File: config.mk
export PLATFORM = sky130hd
export DESIGN_NAME = sequence_tagged_history_ring_unit
export DESIGN_NICKNAME = d
export VERILOG_FILES = /design/src/sthr_pkg.sv /design/src/sthr_ctrl.sv /design/src/sthr_dpath.sv /design/src/sequence_tagged_history_ring_unit.sv
export SDC_FILE = /design/constraint.sdc
export NUM_CORES = 1
export LEC_CHECK = 0
export BUFFER_PORTS_ARGS = -buffer_cell sky130_fd_sc_hd__buf_2
export CAP_MARGIN = 40
export CORE_UTILIZATION = 40
export DETAILED_ROUTE_END_ITERATION = 10
export GPL_ROUTABILITY_DRIVEN = 0
export PLACE_DENSITY_LB_ADDON = 0.08
export SLEW_MARGIN = 20
export SYNTH_ARGS = -nofsm -noshare
export SYNTH_HDL_FRONTEND = slang
export SYNTH_SLANG_ARGS = --single-unit
File: constraint.sdc
create_clock -name clk -period 28.2 [get_ports clk]
set_clock_uncertainty 0.05 [all_clocks]
set_input_delay 1.41 -clock clk [delete_from_list [all_inputs] [get_ports clk]]
set_output_delay 1.41 -clock clk [all_outputs]
set_load 0.05 [all_outputs]
File: src/sthr_pkg.sv
// ----------------------------------------------------------------------------
// sthr_pkg
// Shared codes and controller/datapath interface types for the sequence
// tagged history ring.
// ----------------------------------------------------------------------------
package sthr_pkg;

  // Width of a stored sequence tag (a sequence is never negative once stored).
  localparam int TAG_W = 31;

  // Operation codes.
  localparam logic [1:0] OP_SAVE   = 2'd0;
  localparam logic [1:0] OP_LOOKUP = 2'd1;
  localparam logic [1:0] OP_CLEAR  = 2'd2;

  // Result status codes.
  localparam logic [1:0] STATUS_OK         = 2'd0;
  localparam logic [1:0] STATUS_EXISTS     = 2'd1;
  localparam logic [1:0] STATUS_NO_ENTRIES = 2'd2;
  localparam logic [1:0] STATUS_INVALID    = 2'd3;

  // Commands from the controller to the datapath.
  typedef struct packed {
    logic       accept;      // latch the incoming transaction
    logic       wr_zero;     // store the tag-0 copy into slot 0
    logic       wr_req;      // store the requested sequence in the next slot, or slot 0 in an empty ring
    logic       clear;       // empty the ring
    logic       walk_init;   // point the walk at the newest slot
    logic       walk_step;   // move the walk one slot older
    logic       rd_en;       // read the slot under the walk pointer
    logic       set_res;     // capture the result descriptor below
    logic [1:0] res_status;
    logic       res_fb;
    logic       res_mem;     // result carries the slot last read
    logic       out_load;    // move the result into the output register
  } cmd_t;

  // Status from the datapath to the controller.
  typedef struct packed {
    logic [1:0] op;
    logic       req_neg;
    logic       req_all_ones;
    logic       req_zero;
    logic       empty;
    logic       not_newer;
    logic       hit;
    logic       walk_last;
    logic       out_free;
  } sts_t;

endpackage

File: src/sthr_ctrl.sv
// ----------------------------------------------------------------------------
// sthr_ctrl
// Controller state machine: decodes each transaction and sequences ring
// writes, the slot walk and the hand-off to the output register.
// ----------------------------------------------------------------------------
module sthr_ctrl (
  input  logic           clk,
  input  logic           rst,
  input  logic           in_valid,
  output logic           in_stall,
  input  sthr_pkg::sts_t sts,
  output sthr_pkg::cmd_t cmd
);

  localparam logic [2:0] S_IDLE   = 3'd0;
  localparam logic [2:0] S_DECODE = 3'd1;
  localparam logic [2:0] S_SAVE2  = 3'd2;
  localparam logic [2:0] S_WRD    = 3'd3;
  localparam logic [2:0] S_WCMP   = 3'd4;
  localparam logic [2:0] S_NRD    = 3'd5;
  localparam logic [2:0] S_RESP   = 3'd6;

  logic [2:0] state;
  logic [2:0] state_next;

  assign in_stall = (state != S_IDLE);

  always_ff @(posedge clk) begin
    if (rst) begin
      state <= S_IDLE;
    end else begin
      state <= state_next;
    end
  end

  always_comb begin
    cmd        = '0;
    state_next = state;
    unique case (state)
      S_IDLE: begin
        if (in_valid) begin
          cmd.accept = 1'b1;
          state_next = S_DECODE;
        end
      end
      S_DECODE: begin
        cmd.set_res = 1'b1;
        state_next  = S_RESP;
        unique case (sts.op)
          sthr_pkg::OP_SAVE: begin
            priority if (sts.req_neg) begin
              cmd.res_status = sthr_pkg::STATUS_INVALID;
            end else if (!sts.empty && sts.not_newer) begin
              cmd.res_status = sthr_pkg::STATUS_EXISTS;
            end else if (sts.empty && !sts.req_zero) begin
              cmd.wr_zero = 1'b1;
              cmd.set_res = 1'b0;
              state_next  = S_SAVE2;
            end else begin
              cmd.wr_req     = 1'b1;
              cmd.res_status = sthr_pkg::STATUS_OK;
            end
          end
          sthr_pkg::OP_LOOKUP: begin
            priority if (sts.empty) begin
              cmd.res_status = sthr_pkg::STATUS_NO_ENTRIES;
            end else if (sts.req_all_ones) begin
              cmd.walk_init  = 1'b1;
              cmd.res_status = sthr_pkg::STATUS_OK;
              cmd.res_mem    = 1'b1;
              state_next     = S_NRD;
            end else begin
              cmd.walk_init = 1'b1;
              cmd.set_res   = 1'b0;
              state_next    = S_WRD;
            end
          end
          sthr_pkg::OP_CLEAR: begin
            cmd.clear      = 1'b1;
            cmd.res_status = sthr_pkg::STATUS_OK;
          end
          default: begin
            cmd.res_status = sthr_pkg::STATUS_OK;
          end
        endcase
      end
      S_SAVE2: begin
        cmd.wr_req     = 1'b1;
        cmd.set_res    = 1'b1;
        cmd.res_status = sthr_pkg::STATUS_OK;
        state_next     = S_RESP;
      end
      S_WRD: begin
        cmd.rd_en  = 1'b1;
        state_next = S_WCMP;
      end
      S_WCMP: begin
        priority if (sts.hit) begin
          cmd.set_res    = 1'b1;
          cmd.res_status = sthr_pkg::STATUS_OK;
          cmd.res_mem    = 1'b1;
          state_next     = S_RESP;
        end else if (sts.walk_last) begin
          // Nothing old enough: fall back to the newest slot.
          cmd.walk_init  = 1'b1;
          cmd.set_res    = 1'b1;
          cmd.res_status = sthr_pkg::STATUS_OK;
          cmd.res_mem    = 1'b1;
          cmd.res_fb     = 1'b1;
          state_next     = S_NRD;
        end else begin
          cmd.walk_step = 1'b1;
          state_next    = S_WRD;
        end
      end
      S_NRD: begin
        cmd.rd_en  = 1'b1;
        state_next = S_RESP;
      end
      S_RESP: begin
        if (sts.out_free) begin
          cmd.out_load = 1'b1;
          state_next   = S_IDLE;
        end
      end
      default: begin
        state_next = S_IDLE;
      end
    endcase
  end

endmodule

File: src/sthr_dpath.sv
// ----------------------------------------------------------------------------
// sthr_dpath
// Datapath: ring memory, fill count, newest pointer and tag, walk pointer,
// transaction registers and the output register.
// ----------------------------------------------------------------------------
module sthr_dpath #(
  parameter int DEPTH         = 8,
  parameter int PAYLOAD_WIDTH = 32
) (
  input  logic               clk,
  input  logic               rst,
  input  logic [1:0]         operation,
  input  logic signed [31:0] sequence_req,
  input  logic [31:0]        payload,
  output logic               out_valid,
  input  logic               out_stall,
  output logic [1:0]         status,
  output logic [31:0]        found_payload,
  output logic signed [31:0] found_sequence,
  output logic               used_fallback,
  input  sthr_pkg::cmd_t     cmd,
  output sthr_pkg::sts_t     sts
);

  localparam int IW = $clog2(DEPTH);
  localparam int CW = $clog2(DEPTH + 1);
  localparam int SW = (PAYLOAD_WIDTH < 32) ? PAYLOAD_WIDTH : 32;
  localparam int TW = sthr_pkg::TAG_W;
  localparam int EW = TW + SW;
  localparam logic [IW-1:0] LAST_SLOT = IW'(DEPTH - 1);
  localparam logic [CW-1:0] FULL      = CW'(DEPTH);

  // Latched transaction.
  logic [1:0]    op_q;
  logic [31:0]   req_q;
  logic [SW-1:0] pay_q;

  // Ring state.
  logic [EW-1:0] mem [DEPTH];
  logic [EW-1:0] rd_data;
  logic [IW-1:0] newest;
  logic [TW-1:0] newest_tag;
  logic [CW-1:0] count;
  logic [IW-1:0] walk_addr;
  logic [IW-1:0] walk_cnt;

  // Pending result descriptor.
  logic [1:0] res_status;
  logic       res_fb;
  logic       res_mem;

  logic [IW-1:0] next_slot;
  logic [IW-1:0] prev_walk;
  logic [IW-1:0] wr_addr;
  logic [TW-1:0] wr_tag;
  logic          wr_en;
  logic [TW-1:0] rd_tag;
  logic [SW-1:0] rd_pay;

  assign next_slot = (newest == LAST_SLOT) ? '0 : newest + IW'(1);
  assign prev_walk = (walk_addr == '0) ? LAST_SLOT : walk_addr - IW'(1);
  assign wr_en     = cmd.wr_zero || cmd.wr_req;
  assign wr_addr   = (cmd.wr_zero || count == '0) ? '0 : next_slot;
  assign wr_tag    = cmd.wr_zero ? '0 : req_q[TW-1:0];
  assign rd_tag    = rd_data[EW-1:SW];
  assign rd_pay    = rd_data[SW-1:0];

  always_ff @(posedge clk) begin
    if (cmd.accept) begin
      op_q  <= operation;
      req_q <= sequence_req;
      pay_q <= payload[SW-1:0];
    end
    if (cmd.set_res) begin
      res_status <= cmd.res_status;
      res_fb     <= cmd.res_fb;
      res_mem    <= cmd.res_mem;
    end
    if (wr_en) begin
      newest_tag <= wr_tag;
    end
  end

  always_ff @(posedge clk) begin
    if (wr_en) begin
      mem[wr_addr] <= {wr_tag, pay_q};
    end
  end

  always_ff @(posedge clk) begin
    if (cmd.rd_en) begin
      rd_data <= mem[walk_addr];
    end
  end

  always_ff @(posedge clk) begin
    if (rst || cmd.clear) begin
      newest <= '0;
      count  <= '0;
    end else if (wr_en) begin
      newest <= wr_addr;
      if (count != FULL) begin
        count <= count + CW'(1);
      end
    end
  end

  always_ff @(posedge clk) begin
    if (cmd.walk_init) begin
      walk_addr <= newest;
      walk_cnt  <= '0;
    end else if (cmd.walk_step) begin
      walk_addr <= prev_walk;
      walk_cnt  <= walk_cnt + IW'(1);
    end
  end

  // Output register.
  always_ff @(posedge clk) begin
    if (rst) begin
      out_valid <= 1'b0;
    end else if (cmd.out_load) begin
      out_valid <= 1'b1;
    end else if (!out_stall) begin
      out_valid <= 1'b0;
    end
  end

  always_ff @(posedge clk) begin
    if (cmd.out_load) begin
      status         <= res_status;
      used_fallback  <= res_fb;
      found_payload  <= res_mem ? 32'(rd_pay) : '0;
      found_sequence <= res_mem ? $signed({1'b0, rd_tag}) : -32'sd1;
    end
  end

  always_comb begin
    sts              = '0;
    sts.op           = op_q;
    sts.req_neg      = req_q[31];
    sts.req_all_ones = &req_q;
    sts.req_zero     = (req_q == '0);
    sts.empty        = (count == '0);
    sts.not_newer    = ({1'b0, newest_tag} >= req_q);
    sts.hit          = !req_q[31] && ({1'b0, rd_tag} <= req_q);
    sts.walk_last    = ((CW'(walk_cnt) + CW'(1)) == count);
    sts.out_free     = !out_valid || !out_stall;
  end

endmodule

File: src/sequence_tagged_history_ring_unit.sv
// ----------------------------------------------------------------------------
// sequence_tagged_history_ring_unit
// Ring of DEPTH frame-sequence-tagged parameter words with save, lookup by
// sequence and clear.
// ----------------------------------------------------------------------------
// Usage:
//   The input channel (in_valid/in_stall) carries one transaction: operation,
//   sequence_req and payload. The output channel (out_valid/out_stall) returns
//   exactly one result transaction per input transaction, in order.
//   The block works on one transaction at a time. A save is decoded and, if
//   it is taken, written before the result goes to the output register; the
//   first save into an empty ring also first stores the copy tagged 0. A
//   lookup of -1 reads the newest slot. Any other lookup walks the ring from
//   newest to oldest through the single read port of the slot memory, reading
//   and then comparing each filled slot: a hit ends the walk, and when no slot
//   is old enough it falls back to the newest slot. in_stall is high from
//   acceptance until the result has entered the output register.
//   While the receiver stalls, the finished result waits in the output
//   register and the block takes one more transaction, which it holds
//   until the output register frees up.
//   Reset empties the ring and drops any result in flight; slot contents are
//   not cleared and are never read before being written.
// ----------------------------------------------------------------------------
module sequence_tagged_history_ring_unit #(
  parameter int DEPTH         = 8,
  parameter int PAYLOAD_WIDTH = 32
) (
  input  logic               clk,
  input  logic               rst,
  input  logic               in_valid,
  output logic               in_stall,
  input  logic [1:0]         operation,
  input  logic signed [31:0] sequence_req,
  input  logic [31:0]        payload,
  output logic               out_valid,
  input  logic               out_stall,
  output logic [1:0]         status,
  output logic [31:0]        found_payload,
  output logic signed [31:0] found_sequence,
  output logic               used_fallback
);

  // Command and status bundles between the controller and the datapath.
  sthr_pkg::cmd_t cmd;
  sthr_pkg::sts_t sts;

  // The controller decides what happens in each cycle; it sees only the
  // condensed status of the latched transaction and of the ring.
  sthr_ctrl u_ctrl (
    .clk      (clk),
    .rst      (rst),
    .in_valid (in_valid),
    .in_stall (in_stall),
    .sts      (sts),
    .cmd      (cmd)
  );

  // The datapath holds the slot memory, fill count, newest pointer, the walk
  // pointer and the output register.
  sthr_dpath #(
    .DEPTH         (DEPTH),
    .PAYLOAD_WIDTH (PAYLOAD_WIDTH)
  ) u_dpath (
    .clk            (clk),
    .rst            (rst),
    .operation      (operation),
    .sequence_req   (sequence_req),
    .payload        (payload),
    .out_valid      (out_valid),
    .out_stall      (out_stall),
    .status         (status),
    .found_payload  (found_payload),
    .found_sequence (found_sequence),
    .used_fallback  (used_fallback),
    .cmd            (cmd),
    .sts            (sts)
  );

`ifndef SYNTHESIS
  // A result only moves into the output register when that register is free.
  a_load_when_free: assert property (@(posedge clk) disable iff (rst)
    cmd.out_load |-> sts.out_free)
    else $error("result loaded into an occupied output register");

  // The tag-0 copy is always followed by the write of the requested sequence.
  a_zero_then_req: assert property (@(posedge clk) disable iff (rst)
    cmd.wr_zero |=> cmd.wr_req)
    else $error("tag-0 copy not followed by the requested save");

  // The input side reopens only after a result has been handed off.
  a_reopen_after_load: assert property (@(posedge clk) disable iff (rst)
    $fell(in_stall) |-> $past(cmd.out_load))
    else $error("input reopened without delivering a result");
`endif

endmodule

==> impl_results.md <==
* Final setup vio count at 0
* Arrival @ worst endpoint at 5.05 ns
* Starting DRC count in detailed routing at 987
* Post-route cell area at 0.0342 mm²
* Die Span Y at 272 µm
* Port Buffers at 138
* Cts hold-fix bufs at 0
* CP Cell Sequence: ha_1 > nand2b_1 > a2111o_1 > a211oi_1 > o22ai_1 > o41a_4 > inv_2 > nand3_1 > nor3_2 > buf_4 > buf_4
* Crit Path Max Fanout at 35
* Yosys Warn Count at 0
* Mapped Cells at 1449
* Global route overflow at 0
* Clk sink count at 752
* Final routed DRC violation total at 0
* Placeable Area at 0.0719 mm²
* Final core utilization at 47.5%
* Fin Setup TNS at 0 ns
* Vias in the first global route at 15099
* Clock-pin slew on the worst setup and hold paths at 0.06 ns
* Ys async rst share at 0%
* Pre-Repair DR Iteration Count at 4
* Predominant post-synthesis flop cell: edfxtp_1
* Post-synthesis mux area share at 12.3%
* Tightest Hold Check Type: reg -> reg
* Final Hold Fails at 0
* Unrepaired setup endpoints after global routing: no
* Clk root buf: clkbuf_16
* Status: completed
* Initial Utilization at 40.6%
* P_sw at 0.000833 W
* Post-layout min period at 4.84 ns
* Synthesized flop and latch total at 752
* Slew headroom at 41.2%
* Dpl hpwl at 37700 µm
* Worst skew pair latency at 0.62 ns
* Slew Limit Fails at 0
* Most frequent cells in the layout: 738 x edfxtp_1, 138 x buf_2, 126 x mux4_2
* Share of the synthesized area in the top cell type at 75.9%
* Avg Inst Size Synth at 20.2 µm²
* CTS tree: done
* Setup crit start kind: flip-flop
* Mapped Area at 0.0292 mm²
* Power density cells at 90.7 mW/mm²
* Syn Nets at 1588
* H-tree depth at 3
* Num CTS Buffers at 81
* Vias at 14099
* Sw Ratio at 26.9%
* Row count at 98
* Logic pwr share at 16.9%
* Crit path top cell by count: buf_4
* Most common library cell in the layout ignoring fill and taps: edfxtp_1
* Peak per-stage delay on the critical path at 0.54 ns
* Vias per Instance at 5.26
* Wire per inst at 23.5 µm
* Critical path type: reg -> reg
* Placed inst area at 0.0314 mm²
* WP buf/inv at 3
* Post-route ant nets at 0
* Full die area at 0.0741 mm²
* Die width at 272 µm
* Clock Path Buffers at 3
* Post-synthesis sequential area ratio at 76.8%
* Setup bufs post-CTS at 0
* Fraction of the mapped netlist area in adder cells at 2.96%
* N_diodes at 0
* Total wire length at 63000 µm
* Largest family of logic cells by synthesized area: multiplexers
* Critical path's slowest cell: buf_4
* P_int at 0.00226 W
* Maximum clock rate at 206 MHz
* First-pass GRT wire length at 95200 µm
* Synth unique cells at 59
* VDD IR-drop max at 0.0000562 V
* Dpl cells at 2521
* Final worst-path cycle share at 17.2%
* Sequential Power Share at 48.8%
* Post-Synth XOR/XNOR Area at 0.120%
* Delay-heaviest family, CP: compound AO/OA/AOI/OAI gates
* Final hold slack at 0.372 ns
* Post-route insts no fill at 2679
* LEAKAGE at 11.4 nW
* Top cells by area, synth: edfxtp_1 76%, mux4_2 9.7%, ha_1 3.0%
* Worst slew pin tran at 0.882 ns
* Simple-gate share of the synthesized area at 4.08%
* Post-layout net count at 1806
* Post-CTS sizing at 0
* Cell accounting for the most synthesized area: edfxtp_1
* Clock share of power at 34.3%
* IO Pins at 139
* Initial antenna violation count at 0
* Synth Area in Compound Gates at 2.38%
* Post-synth EDFFs at 738
* Max Cap Viol at 0
* WP data required at 28.40 ns
* Total track usage at 17.4%
* Synth-to-Final Area Change at 17.0%
* CP endpoint kind: flip-flop
* Largest net degree at the start of global routing at 128
* Layout cells sized above 1 at 30.0%
per-layer routing:
layer  part of all wire, %  vias to the layer above  track usage (%)
met5                     0                        -                0
met4                   2.6                        0             5.63
met3                   4.0                      114             3.00
met2                    47                      309             27.5
met1                    46                     7361             24.6
li1                      -                     6315                -
power groups by stage:
stage | logic [W] | clock network (W) | registers (W)
floorplan | 0.000334 | 0 | 0.00153
global placement | 0.000511 | 0 | 0.00153
detailed placement | 0.000527 | 0 | 0.00154
CTS | 0.000530 | 0.00109 | 0.00151
global route | 0.000584 | 0.00113 | 0.00153
finish | 0.000525 | 0.00106 | 0.00151
synth_stat cells (all sizes together) (2+ instances only):
library cell and number:
a211oi 5, a2111o 2, nor3 15, nand3 7, edfxtp 738, a311oi 2, xnor2 2, o211ai 3
nor2 29, mux2i 2, and4 2, nand4 22, a21oi 65, o21ai 20, nand2 40, a221oi 2
or3 4, nand3b 2, nand4b 2, dfxtp 14, nand2b 34, a31oi 2, ha 69, a21boi 4
nor4 13, nor2b 6, a22oi 2, and2 35, buf 16, mux4 126, clkbuf 37, xor2 2
inv 45, mux2 65
state kept, by name, indices dropped and copies added, names as in the netlist:
name,count
u_dpath.res_mem,1
u_dpath.found_sequence,32
u_dpath.count,4
u_dpath.req_q,32
u_dpath.out_valid,1
u_dpath.used_fallback,1
u_dpath.mem,504
u_dpath.rd_data,63
u_dpath.res_fb,1
u_dpath.found_payload,32
u_dpath.res_status,2
u_dpath.walk_cnt,3
u_dpath.status,2
u_dpath.pay_q,32
u_dpath.newest_tag,31
u_dpath.newest,3
u_dpath.walk_addr,3
u_ctrl.state,3
u_dpath.op_q,2
worst reg2reg max path, stage by stage (launching register included):
cell	delay (ns)
edfxtp_1	0.46
ha_1	0.30
nand2b_1	0.14
a2111o_1	0.40
a211oi_1	0.32
o22ai_1	0.24
o41a_4	0.46
inv_2	0.37
nand3_1	0.41
nor3_2	0.23
buf_4	0.45
buf_4	0.57
cells by family (layout without fill, tap and decap cells):
| group | Yosys count | count (layout) |
|---|---|---|
| buffers and inverters | 98 | 378 |
| AOI/OAI and AO/OA | 115 | 115 |
| xor gates and xnor gates | 4 | 4 |
| muxes | 193 | 193 |
| DFF | 752 | 752 |
| and+or+nand+nor | 218 | 218 |
| adders and majority gates | 69 | 69 |
per-stage QoR:
| stage | setup slack (ns) | total power (W) |
|---|---|---|
| 3_3_place_gp | 23.09 | 0.00204 |
| 4_1_cts | 23.33 | 0.00314 |
| 2_1_floorplan | 18.89 | 0.00186 |
| 6_report | 23.36 | 0.00310 |
| 5_1_grt | 23.11 | 0.00324 |
| 3_5_place_dp | 23.37 | 0.00206 |
worst paths after layout:
path | slack (ns) | endpoint | cells after the start | from
setup reg to reg | 23.36 | u_dpath.mem[7][34] | 11 | u_dpath.req_q[0]
hold reg to reg | 0.37 | u_dpath.used_fallback | 0 | u_dpath.res_fb
setup / recovery | 23.36 | u_dpath.mem[7][34] | 11 | u_dpath.req_q[0]
hold / removal | 0.37 | u_dpath.used_fallback | 0 | u_dpath.res_fb
final cells by class:
| type | count | area (µm²) |
|---|---|---|
| timing repair buffer | 188 | 1250 |
| tap | 950 | 1190 |
| multi-input combinational | 599 | 6460 |
| inverter | 45 | 169 |
| clock buffer | 96 | 2150 |
| clock inverter | 49 | 509 |
| sequential | 752 | 22400 |
| fill | 6064 | 37700 |
Power figures use the tool's default switching activity.
